### src/hw/rtl/hsnd_pkg.sv
// Shared types, letter constants and lookup functions for the Hangul
// syllable name decoder. No dependencies; used by hsnd_parser and the top.
`timescale 1ns / 1ps

package hsnd_pkg;

  typedef logic [6:0] letter_t;

  typedef enum logic [2:0] {
    PH_PREFIX = 3'd0,
    PH_START  = 3'd1,
    PH_HELD   = 3'd2,
    PH_VOWEL  = 3'd3,
    PH_FINAL  = 3'd4,
    PH_ENDED  = 3'd5
  } phase_e;

  typedef struct packed {
    logic       hit;
    logic [4:0] idx;
  } lookup_t;

  // Parser state as it stands after the last character of a name
  typedef struct packed {
    logic              ok;
    logic [4:0]        init_idx;
    letter_t [2:0]     vowel;
    logic [1:0]        vcnt;
    letter_t [1:0]     fin;
    logic [1:0]        fcnt;
  } hsnd_snap_t;

  localparam logic [15:0] SBase       = 16'hAC00;
  localparam logic [15:0] SLast       = 16'hD7A3;
  localparam logic [4:0]  NoInitial   = 5'd11;
  localparam logic [4:0]  InitCount   = 5'd19;
  localparam logic [4:0]  VowelCount  = 5'd21;
  localparam logic [4:0]  FinalCount  = 5'd28;
  localparam int          PrefixLen   = 16;

  localparam letter_t CH_A = 7'h41;
  localparam letter_t CH_B = 7'h42;
  localparam letter_t CH_C = 7'h43;
  localparam letter_t CH_D = 7'h44;
  localparam letter_t CH_E = 7'h45;
  localparam letter_t CH_G = 7'h47;
  localparam letter_t CH_H = 7'h48;
  localparam letter_t CH_I = 7'h49;
  localparam letter_t CH_J = 7'h4A;
  localparam letter_t CH_K = 7'h4B;
  localparam letter_t CH_L = 7'h4C;
  localparam letter_t CH_M = 7'h4D;
  localparam letter_t CH_N = 7'h4E;
  localparam letter_t CH_O = 7'h4F;
  localparam letter_t CH_P = 7'h50;
  localparam letter_t CH_R = 7'h52;
  localparam letter_t CH_S = 7'h53;
  localparam letter_t CH_T = 7'h54;
  localparam letter_t CH_U = 7'h55;
  localparam letter_t CH_W = 7'h57;
  localparam letter_t CH_Y = 7'h59;
  localparam letter_t CH_USCORE = 7'h5F;

  // HANGUL_SYLLABLE_
  function automatic letter_t prefix_char(input logic [3:0] pos);
    letter_t r;
    case (pos)
      4'd0:    r = CH_H;
      4'd1:    r = CH_A;
      4'd2:    r = CH_N;
      4'd3:    r = CH_G;
      4'd4:    r = CH_U;
      4'd5:    r = CH_L;
      4'd6:    r = CH_USCORE;
      4'd7:    r = CH_S;
      4'd8:    r = CH_Y;
      4'd9:    r = CH_L;
      4'd10:   r = CH_L;
      4'd11:   r = CH_A;
      4'd12:   r = CH_B;
      4'd13:   r = CH_L;
      4'd14:   r = CH_E;
      default: r = CH_USCORE;
    endcase
    return r;
  endfunction

  function automatic logic is_consonant(input letter_t c);
    return (c == CH_G) || (c == CH_N) || (c == CH_D) || (c == CH_R) || (c == CH_M) ||
           (c == CH_B) || (c == CH_S) || (c == CH_J) || (c == CH_C) || (c == CH_K) ||
           (c == CH_T) || (c == CH_P) || (c == CH_H);
  endfunction

  function automatic logic is_vowel_letter(input letter_t c);
    return (c == CH_A) || (c == CH_E) || (c == CH_I) || (c == CH_O) || (c == CH_U) ||
           (c == CH_W) || (c == CH_Y);
  endfunction

  function automatic lookup_t init_single(input letter_t c);
    lookup_t r;
    r = '{hit: 1'b1, idx: 5'd0};
    case (c)
      CH_G:    r.idx = 5'd0;
      CH_N:    r.idx = 5'd2;
      CH_D:    r.idx = 5'd3;
      CH_R:    r.idx = 5'd5;
      CH_M:    r.idx = 5'd6;
      CH_B:    r.idx = 5'd7;
      CH_S:    r.idx = 5'd9;
      CH_J:    r.idx = 5'd12;
      CH_C:    r.idx = 5'd14;
      CH_K:    r.idx = 5'd15;
      CH_T:    r.idx = 5'd16;
      CH_P:    r.idx = 5'd17;
      CH_H:    r.idx = 5'd18;
      default: r.hit = 1'b0;
    endcase
    return r;
  endfunction

  // Only GG, DD, BB, SS and JJ exist as doubled initials
  function automatic lookup_t init_double(input letter_t c);
    lookup_t r;
    r = '{hit: 1'b1, idx: 5'd0};
    case (c)
      CH_G:    r.idx = 5'd1;
      CH_D:    r.idx = 5'd4;
      CH_B:    r.idx = 5'd8;
      CH_S:    r.idx = 5'd10;
      CH_J:    r.idx = 5'd13;
      default: r.hit = 1'b0;
    endcase
    return r;
  endfunction

  function automatic lookup_t vowel_lookup(input letter_t [2:0] v, input logic [1:0] cnt);
    lookup_t r;
    r = '{hit: 1'b1, idx: 5'd0};
    case (cnt)
      2'd1: begin
        case (v[0])
          CH_A:    r.idx = 5'd0;
          CH_E:    r.idx = 5'd5;
          CH_O:    r.idx = 5'd8;
          CH_U:    r.idx = 5'd13;
          CH_I:    r.idx = 5'd20;
          default: r.hit = 1'b0;
        endcase
      end
      2'd2: begin
        case ({v[0], v[1]})
          {CH_A, CH_E}: r.idx = 5'd1;
          {CH_Y, CH_A}: r.idx = 5'd2;
          {CH_E, CH_O}: r.idx = 5'd4;
          {CH_Y, CH_E}: r.idx = 5'd7;
          {CH_W, CH_A}: r.idx = 5'd9;
          {CH_O, CH_E}: r.idx = 5'd11;
          {CH_Y, CH_O}: r.idx = 5'd12;
          {CH_W, CH_E}: r.idx = 5'd15;
          {CH_W, CH_I}: r.idx = 5'd16;
          {CH_Y, CH_U}: r.idx = 5'd17;
          {CH_E, CH_U}: r.idx = 5'd18;
          {CH_Y, CH_I}: r.idx = 5'd19;
          default:      r.hit = 1'b0;
        endcase
      end
      2'd3: begin
        case ({v[0], v[1], v[2]})
          {CH_Y, CH_A, CH_E}: r.idx = 5'd3;
          {CH_Y, CH_E, CH_O}: r.idx = 5'd6;
          {CH_W, CH_A, CH_E}: r.idx = 5'd10;
          {CH_W, CH_E, CH_O}: r.idx = 5'd14;
          default:            r.hit = 1'b0;
        endcase
      end
      default: r.hit = 1'b0;
    endcase
    return r;
  endfunction

  function automatic lookup_t final_lookup(input letter_t [1:0] f, input logic [1:0] cnt);
    lookup_t r;
    r = '{hit: 1'b1, idx: 5'd0};
    case (cnt)
      2'd0: r.idx = 5'd0;
      2'd1: begin
        case (f[0])
          CH_G:    r.idx = 5'd1;
          CH_N:    r.idx = 5'd4;
          CH_D:    r.idx = 5'd7;
          CH_L:    r.idx = 5'd8;
          CH_M:    r.idx = 5'd16;
          CH_B:    r.idx = 5'd17;
          CH_S:    r.idx = 5'd19;
          CH_J:    r.idx = 5'd22;
          CH_C:    r.idx = 5'd23;
          CH_K:    r.idx = 5'd24;
          CH_T:    r.idx = 5'd25;
          CH_P:    r.idx = 5'd26;
          CH_H:    r.idx = 5'd27;
          default: r.hit = 1'b0;
        endcase
      end
      2'd2: begin
        case ({f[0], f[1]})
          {CH_G, CH_G}: r.idx = 5'd2;
          {CH_G, CH_S}: r.idx = 5'd3;
          {CH_N, CH_J}: r.idx = 5'd5;
          {CH_N, CH_H}: r.idx = 5'd6;
          {CH_L, CH_G}: r.idx = 5'd9;
          {CH_L, CH_M}: r.idx = 5'd10;
          {CH_L, CH_B}: r.idx = 5'd11;
          {CH_L, CH_S}: r.idx = 5'd12;
          {CH_L, CH_T}: r.idx = 5'd13;
          {CH_L, CH_P}: r.idx = 5'd14;
          {CH_L, CH_H}: r.idx = 5'd15;
          {CH_B, CH_S}: r.idx = 5'd18;
          {CH_S, CH_S}: r.idx = 5'd20;
          {CH_N, CH_G}: r.idx = 5'd21;
          default:      r.hit = 1'b0;
        endcase
      end
      default: r.hit = 1'b0;
    endcase
    return r;
  endfunction

endpackage

### src/hw/rtl/hsnd_parser.sv
// Character-by-character name parser: prefix match, initial, vowel and
// final letter collection. Depends on hsnd_pkg.
`timescale 1ns / 1ps

module hsnd_parser
  import hsnd_pkg::*;
(
  input  logic        clk_i,
  input  logic        rst_ni,
  input  logic        accept_i,
  input  logic [15:0] char_i,
  input  logic        last_i,
  output hsnd_snap_t  snap_o
);

  phase_e          phase_q, phase_d;
  logic [3:0]      pos_q, pos_d;
  logic [4:0]      init_q, init_d;
  logic [1:0]      vcnt_q, vcnt_d;
  logic [1:0]      fcnt_q, fcnt_d;
  logic            rej_q, rej_d;
  letter_t         held_q, held_d;
  letter_t [2:0]   vl_q, vl_d;
  letter_t [1:0]   fl_q, fl_d;

  logic [15:0]     u;
  letter_t         a7;
  logic            reject_now;
  lookup_t         lk;

  // ASCII-only case folding
  assign u  = (char_i >= 16'h0061 && char_i <= 16'h007A) ? char_i - 16'h0020 : char_i;
  assign a7 = u[6:0];

  always_comb begin
    phase_d    = phase_q;
    pos_d      = pos_q;
    init_d     = init_q;
    vcnt_d     = vcnt_q;
    fcnt_d     = fcnt_q;
    rej_d      = rej_q;
    held_d     = held_q;
    vl_d       = vl_q;
    fl_d       = fl_q;
    reject_now = 1'b0;
    lk         = '0;

    if (accept_i && !rej_q && phase_q != PH_ENDED) begin
      if (char_i == 16'h0000) begin
        // a zero ends the name early; before any vowel it is invalid
        if (phase_q == PH_PREFIX || phase_q == PH_START || phase_q == PH_HELD) begin
          reject_now = 1'b1;
        end else begin
          phase_d = PH_ENDED;
        end
      end else if (phase_q == PH_PREFIX) begin
        if (u == {9'd0, prefix_char(pos_q)}) begin
          pos_d = pos_q + 4'd1;
          if (pos_q == 4'(PrefixLen - 1)) phase_d = PH_START;
        end else begin
          reject_now = 1'b1;
        end
      end else if (|u[15:7]) begin
        reject_now = 1'b1;
      end else begin
        case (phase_q)
          PH_START: begin
            if (is_consonant(a7)) begin
              held_d  = a7;
              phase_d = PH_HELD;
            end else begin
              init_d   = NoInitial;
              vl_d[0]  = a7;
              vcnt_d   = 2'd1;
              phase_d  = PH_VOWEL;
            end
          end
          PH_HELD: begin
            if (a7 == held_q) begin
              lk = init_double(held_q);
            end else begin
              lk = init_single(held_q);
            end
            if (!lk.hit) begin
              reject_now = 1'b1;
            end else begin
              init_d  = lk.idx;
              phase_d = PH_VOWEL;
              if (a7 != held_q) begin
                vl_d[0] = a7;
                vcnt_d  = 2'd1;
              end
            end
          end
          PH_VOWEL: begin
            if (vcnt_q == 2'd0) begin
              vl_d[0] = a7;
              vcnt_d  = 2'd1;
            end else if (vcnt_q != 2'd3 && is_vowel_letter(a7)) begin
              case (vcnt_q)
                2'd1:    vl_d[1] = a7;
                default: vl_d[2] = a7;
              endcase
              vcnt_d = vcnt_q + 2'd1;
            end else begin
              fl_d[0] = a7;
              fcnt_d  = 2'd1;
              phase_d = PH_FINAL;
            end
          end
          PH_FINAL: begin
            if (fcnt_q != 2'd2) begin
              fl_d[fcnt_q[0]] = a7;
              fcnt_d          = fcnt_q + 2'd1;
            end else begin
              reject_now = 1'b1;
            end
          end
          default: reject_now = 1'b1;
        endcase
      end
    end

    if (reject_now) begin
      rej_d   = 1'b1;
      phase_d = PH_ENDED;
    end
  end

  // Snapshot reflects the last character already folded in
  always_comb begin
    snap_o.ok       = !rej_d &&
                      (phase_d == PH_VOWEL || phase_d == PH_FINAL || phase_d == PH_ENDED);
    snap_o.init_idx = init_d;
    snap_o.vowel    = vl_d;
    snap_o.vcnt     = vcnt_d;
    snap_o.fin      = fl_d;
    snap_o.fcnt     = fcnt_d;
  end

  always_ff @(posedge clk_i or negedge rst_ni) begin
    if (!rst_ni) begin
      phase_q <= PH_PREFIX;
      pos_q   <= '0;
      init_q  <= NoInitial;
      vcnt_q  <= '0;
      fcnt_q  <= '0;
      rej_q   <= 1'b0;
    end else if (accept_i && last_i) begin
      phase_q <= PH_PREFIX;
      pos_q   <= '0;
      init_q  <= NoInitial;
      vcnt_q  <= '0;
      fcnt_q  <= '0;
      rej_q   <= 1'b0;
    end else begin
      phase_q <= phase_d;
      pos_q   <= pos_d;
      init_q  <= init_d;
      vcnt_q  <= vcnt_d;
      fcnt_q  <= fcnt_d;
      rej_q   <= rej_d;
    end
  end

  // Letter storage: only read below the fill counts, so no reset
  always_ff @(posedge clk_i) begin
    held_q <= held_d;
    vl_q   <= vl_d;
    fl_q   <= fl_d;
  end

endmodule

### src/hw/rtl/hangul_syllable_name_decoder_unit.sv
// Hangul syllable name decoder.
//
// Input stream: one UTF-16 character of a character name per item on
// s_axis_*, tlast set on the final character. The name must read
// HANGUL_SYLLABLE_ followed by initial, vowel and final letters (ASCII
// case-insensitive). A zero character ends the name early.
// Output stream: one item per name on m_axis_*: tuser = found, tdata =
// composed code point (0xAC00 + (L*21+V)*28 + T), zero when not found.
//
// Throughput: one character per cycle until both stages hold results. Each
// character updates the parser registers in the cycle it is accepted; the last
// one also loads an evaluation register, and the table lookups and index
// arithmetic then fill the output register, which drives m_axis_tvalid.
// A stalled receiver holds the output register; the evaluation register keeps
// accepting, so input stalls only once both hold results.
// Reset clears the parser to the start of a name and empties both stages.
// Depends on hsnd_pkg and hsnd_parser.
`timescale 1ns / 1ps

module hangul_syllable_name_decoder_unit
  import hsnd_pkg::*;
(
  input  logic        clk_i,
  input  logic        rst_ni,
  input  logic        s_axis_tvalid,
  output logic        s_axis_tready,
  input  logic [15:0] s_axis_tdata,   // [15:0] name_char
  input  logic        s_axis_tlast,   // end_of_name
  output logic        m_axis_tvalid,
  input  logic        m_axis_tready,
  output logic [15:0] m_axis_tdata,   // [15:0] code_point
  output logic        m_axis_tuser    // [0] found
);

  hsnd_snap_t  snap_d, snap_q;
  logic        e_valid_q;
  logic        o_valid_q;
  logic        found_q;
  logic [15:0] code_q;

  logic        accept;
  logic        e_ready;
  logic        o_ready;

  lookup_t     vi;
  lookup_t     ti;
  logic        hit;
  logic [8:0]  lv;
  logic [13:0] offs;
  logic [15:0] code_d;

  assign o_ready       = !o_valid_q || m_axis_tready;
  assign e_ready       = !e_valid_q || o_ready;
  assign s_axis_tready = e_ready;
  assign accept        = s_axis_tvalid && e_ready;

  hsnd_parser u_parser (
    .clk_i    (clk_i),
    .rst_ni   (rst_ni),
    .accept_i (accept),
    .char_i   (s_axis_tdata),
    .last_i   (s_axis_tlast),
    .snap_o   (snap_d)
  );

  // Table lookups and syllable composition
  always_comb begin
    vi     = vowel_lookup(snap_q.vowel, snap_q.vcnt);
    ti     = final_lookup(snap_q.fin, snap_q.fcnt);
    hit    = snap_q.ok && vi.hit && ti.hit && (snap_q.init_idx < InitCount);
    lv     = 9'(snap_q.init_idx) * 9'(VowelCount) + 9'(vi.idx);
    offs   = 14'(lv) * 14'(FinalCount) + 14'(ti.idx);
    code_d = hit ? SBase + 16'(offs) : 16'd0;
  end

  always_ff @(posedge clk_i or negedge rst_ni) begin
    if (!rst_ni) begin
      e_valid_q <= 1'b0;
      o_valid_q <= 1'b0;
    end else begin
      if (e_ready) e_valid_q <= accept && s_axis_tlast;
      if (o_ready) o_valid_q <= e_valid_q;
    end
  end

  always_ff @(posedge clk_i) begin
    if (accept && s_axis_tlast) snap_q <= snap_d;
    if (o_ready && e_valid_q) begin
      found_q <= hit;
      code_q  <= code_d;
    end
  end

  assign m_axis_tvalid = o_valid_q;
  assign m_axis_tdata  = code_q;
  assign m_axis_tuser  = found_q;

  a_found_range : assert property (@(posedge clk_i) disable iff (!rst_ni)
    m_axis_tvalid && m_axis_tuser |-> m_axis_tdata >= SBase && m_axis_tdata <= SLast)
    else $error("found code point outside the syllable block");

  a_miss_zero : assert property (@(posedge clk_i) disable iff (!rst_ni)
    m_axis_tvalid && !m_axis_tuser |-> m_axis_tdata == 16'd0)
    else $error("code point not zero on a miss");

  a_last_loads : assert property (@(posedge clk_i) disable iff (!rst_ni)
    s_axis_tvalid && s_axis_tready && s_axis_tlast |=> e_valid_q)
    else $error("last character did not load the evaluation stage");

  a_no_overrun : assert property (@(posedge clk_i) disable iff (!rst_ni)
    e_valid_q && o_valid_q && !m_axis_tready |-> !s_axis_tready)
    else $error("input accepted with both stages full");

endmodule
### config.mk
export PLATFORM = sky130hd
export DESIGN_NAME = hangul_syllable_name_decoder_unit
export DESIGN_NICKNAME = d
export VERILOG_FILES = /design/src/hw/rtl/hsnd_pkg.sv /design/src/hw/rtl/hsnd_parser.sv /design/src/hw/rtl/hangul_syllable_name_decoder_unit.sv
export SDC_FILE = /design/constraint.sdc
export NUM_CORES = 1
export LEC_CHECK = 0
export ABC_AREA = 1
export BUFFER_PORTS_ARGS = -buffer_cell sky130_fd_sc_hd__buf_2
export CORE_ASPECT_RATIO = 0.9
export CORE_MARGIN = 4
export CORE_UTILIZATION = 65
export DETAILED_ROUTE_END_ITERATION = 16
export PLACE_DENSITY = 0.91
export SYNTH_ARGS = -nofsm -noshare
export SYNTH_HDL_FRONTEND = slang
export SYNTH_SLANG_ARGS = --single-unit
### constraint.sdc
create_clock -name clk_i -period 10 [get_ports clk_i]
set_input_delay 2 -clock clk_i [delete_from_list [all_inputs] [get_ports clk_i]]
set_output_delay 2 -clock clk_i [all_outputs]
set_load 0.02 [all_outputs]
==> results_dict.tcl <==
set metrics [dict create \
    yosys_warnings 0 \
    clkLatencyLatePin_ns 0.42 \
    cts.path.max_buffers 2 \
    syn_inst 1055 \
    critPathLaunchType "register" \
    drive_gt1_share_pct 12.5 \
    first_iter_violations 708 \
    grt_overflow 0 \
    path_clk_slew_ns 0.06 \
    htreeDepth 4 \
    cts-buffers-inserted 17 \
    maxCapViolations 0 \
    cp_slowest_cell "fa_1" \
    synth_xor_area_share_pct 3.02 \
    cts_tree "built" \
    fin_setup_tns_ns 0 \
    die_area_mm2 0.0148 \
    postRouteAntennaNets 0 \
    arrival_ns 7.01 \
    hp-start "u_parser.vl_q[13]" \
    place_congestion 0.967 \
    drt-wirelength-per-cell_um 15.1 \
    worst_slew_pin_slew_ns 1.08 \
    synthSimpleGateAreaFrac_pct 26.2 \
    fin_crit_ns 6.84 \
    synth_top_family_by_area "simple AND/OR/NAND/NOR gates" \
    grt.total_usage_pct 27.5 \
    leakage_nw 4.38 \
    synth_cell_types 59 \
    clockRootBuffer "clkbuf_16" \
    r2r-start "snap_q[21]" \
    end_kind "register" \
    crit_required_ns 10.18 \
    fp.coreArea_mm2 0.0127 \
    nNetsFinal 1190 \
    final-setup-viol-count 0 \
    grt_antenna_before_repair 0 \
    grt_pass1_vias 7276 \
    ys_seq_area_share_pct 38.6 \
    ff2ff_setup_slack_ns 3.16 \
    drc_errors 0 \
    io_buffers 39 \
    n_antenna_cell 0 \
    p_per_area_mw_per_mm2 178 \
    ys_ff_latch 123 \
    holdPathStages 2 \
    grt_max_degree 55 \
    slew_viol_final 0 \
    cts.sinks 123 \
    routed_via_density 5.84 \
    die_x_um 128 \
    holdPathEnd "u_parser.vl_q[13]" \
    dp_hpwl_um 14000 \
    syn2layout_area_growth_pct 11.3 \
    initial_core_util_pct 66.3 \
    hold_buffers 0 \
    post-cts-setup-buffers 0 \
    drt-total-wl_um 19300 \
    rsz0062_at_grt "no" \
    cpLargestDelayFamily "adder cells" \
    ctsResizeCount 0 \
    synth_adder_area_share_pct 10.8 \
    hold_viol 0 \
    syn_avg_cell_area_um2 7.98 \
    timing.critical_path.mode_cell "ha_1" \
    r2r_end "m_axis_tdata[14]" \
    io_pins 40 \
    critPathMaxStageDelay_ns 0.55 \
    p_total_mw 1.67 \
    ff2ff_path_depth 29 \
    cp_max_fo 5 \
    cp_num_cells 29 \
    num_vias 7472 \
    synth-compound-area-share_pct 13.2 \
    grt_pass1_wl_um 32800 \
    yosys.area.top_type "edfxtp_1" \
    setup.worst_path.class "register to register" \
    hold_path.class "register to register" \
    synth_area_mm2 0.00842 \
    placement_rows 39 \
    finalCritPeriodShare_pct 68.4 \
    synthTopCellsByArea "edfxtp_1 25%, nand2_1 8.8%, dfxtp_1 8.3%" \
    syn_nets 1142 \
    firstDrtPassIters 5 \
    skew_ns 0.00706 \
    crit_buf_inv 3 \
    fmax_ghz 0.146 \
    yosysTopAreaCellShare_pct 24.6 \
    status "finished, final reports clean" \
    ir_worst_vdd_mv 0.226 \
    maxSlewHeadroom_pct 27.6 \
    die_y_um 116 \
    synth_mux_area_share_pct 0 \
]
[registers in the layout, summed over array words and instances, names as in the netlist, 3 cells and up]
name	cells
snap_q	45
u_parser.held_q	7
u_parser.pos_q	4
u_parser.init_q	5
u_parser.fl_q	14
u_parser.vl_q	21
m_axis_tdata	16
u_parser.phase_q	3
[tightest hold or removal path: stages (launching register included)]
cell     delay, ns
dfxtp_1       0.31
inv_1         0.03
nand2_1       0.06
[per-stage QoR]
stage	instance area, um2	instances	hold slack [ns]	worst slack (ns)	util (%)
global route	9370	1280	0.443	2.61	73.8
detailed placement	8770	1248	0.422	3.31	69.1
finish	9370	1280	0.432	3.16	73.8
global placement	8770	1248	0.415	3.63	69.1
CTS	9370	1280	0.433	3.20	73.8
floorplan	8420	1055	0.402	3.95	-
[cell type report]
| cell class | instances | area, um2 |
|---|---|---|
| multi-input cells | 755 | 4480 |
| clock buffers | 17 | 425 |
| inverters | 166 | 623 |
| repair buffers | 40 | 203 |
| clock inverters | 15 | 174 |
| flip-flops and latches | 123 | 3250 |
| well taps | 164 | 205 |
| fillers | 897 | 3320 |
[report_power, final]
| part | leakage [nW] | internal (mW) | total, mW | switching (mW) |
|---|---|---|---|---|
| combinational | 2.94 | 0.160 | 0.464 | 0.305 |
| sequential | 1.16 | 0.559 | 0.585 | 0.0256 |
| clock | 0.283 | 0.391 | 0.620 | 0.229 |
| total | 4.38 | 1.11 | 1.67 | 0.559 |
[cells by family after synthesis]
| kind of cell | count (synthesis) |
|---|---|
| fa+ha+maj | 66 |
| buf+inv | 177 |
| compound gates | 187 |
| flops | 123 |
| xor+xnor | 29 |
| simple gates | 473 |
[cells in the final DEF, fill, tap and decap left out, types with 4 or more instances in the layout]
cell / count
nand3_1: 63
o21ai_1: 19
nor4_1: 8
a21oi_1: 54
o211ai_1: 6
buf_2: 39
nor2_1: 114
dfxtp_1: 35
nor3b_1: 5
nand3_2: 9
a31oi_1: 5
o21ai_0: 58
o31ai_1: 7
dfrtp_1: 16
nor2_2: 6
xnor2_1: 8
inv_1: 157
clkinvlp_4: 4
edfxtp_1: 69
fa_1: 11
nor2_4: 4
nand2_2: 11
inv_2: 9
nand2_4: 8
ha_1: 55
nand2_1: 198
clkbuf_16: 17
xor2_1: 21
nor3_1: 28
o21ai_2: 9
nand4_1: 9
[synthesized netlist by cell type, drive strengths merged]
cell type and instances:
a2111o 1, a211o 1, a211oi 2, a21boi 1, a21o 2, a21oi 56
a221oi 1, a22o 2, a22oi 1, a31o 1, a31oi 5, a32o 2
a41oi 1, and2 1, buf 8, clkbuf 3, dfrtp 16, dfstp 3
dfxtp 35, edfxtp 69, fa 11, ha 55, inv 166, nand2 217
nand3 72, nand3b 1, nand4 9, nor2 125, nor3 32, nor3b 6
nor4 8, o2111ai 3, o211ai 6, o21a 2, o21ai 86, o21bai 2
o22ai 3, o311ai 1, o31ai 7, o41ai 1, or2 2, xnor2 8
xor2 21
[per-layer routing]
layer  global-route usage, %  vias up  part of all wire, %
li1                        -     3622                    -
met1                    33.6     3408                   40
met2                    47.2      382                   48
met3                    5.90       60                  7.7
met4                    12.4        0                  3.5
met5                       0        -                    0
[worst max path at each step]
stage                from                to
2_1_floorplan  snap_q[21]  m_axis_tdata[14]
3_3_place_gp   snap_q[21]  m_axis_tdata[14]
3_5_place_dp   snap_q[21]  m_axis_tdata[14]
4_1_cts        snap_q[21]  m_axis_tdata[14]
5_1_grt        snap_q[23]  m_axis_tdata[14]
6_report       snap_q[21]  m_axis_tdata[14]
No activity file was read; power rests on OpenSTA's default activity.
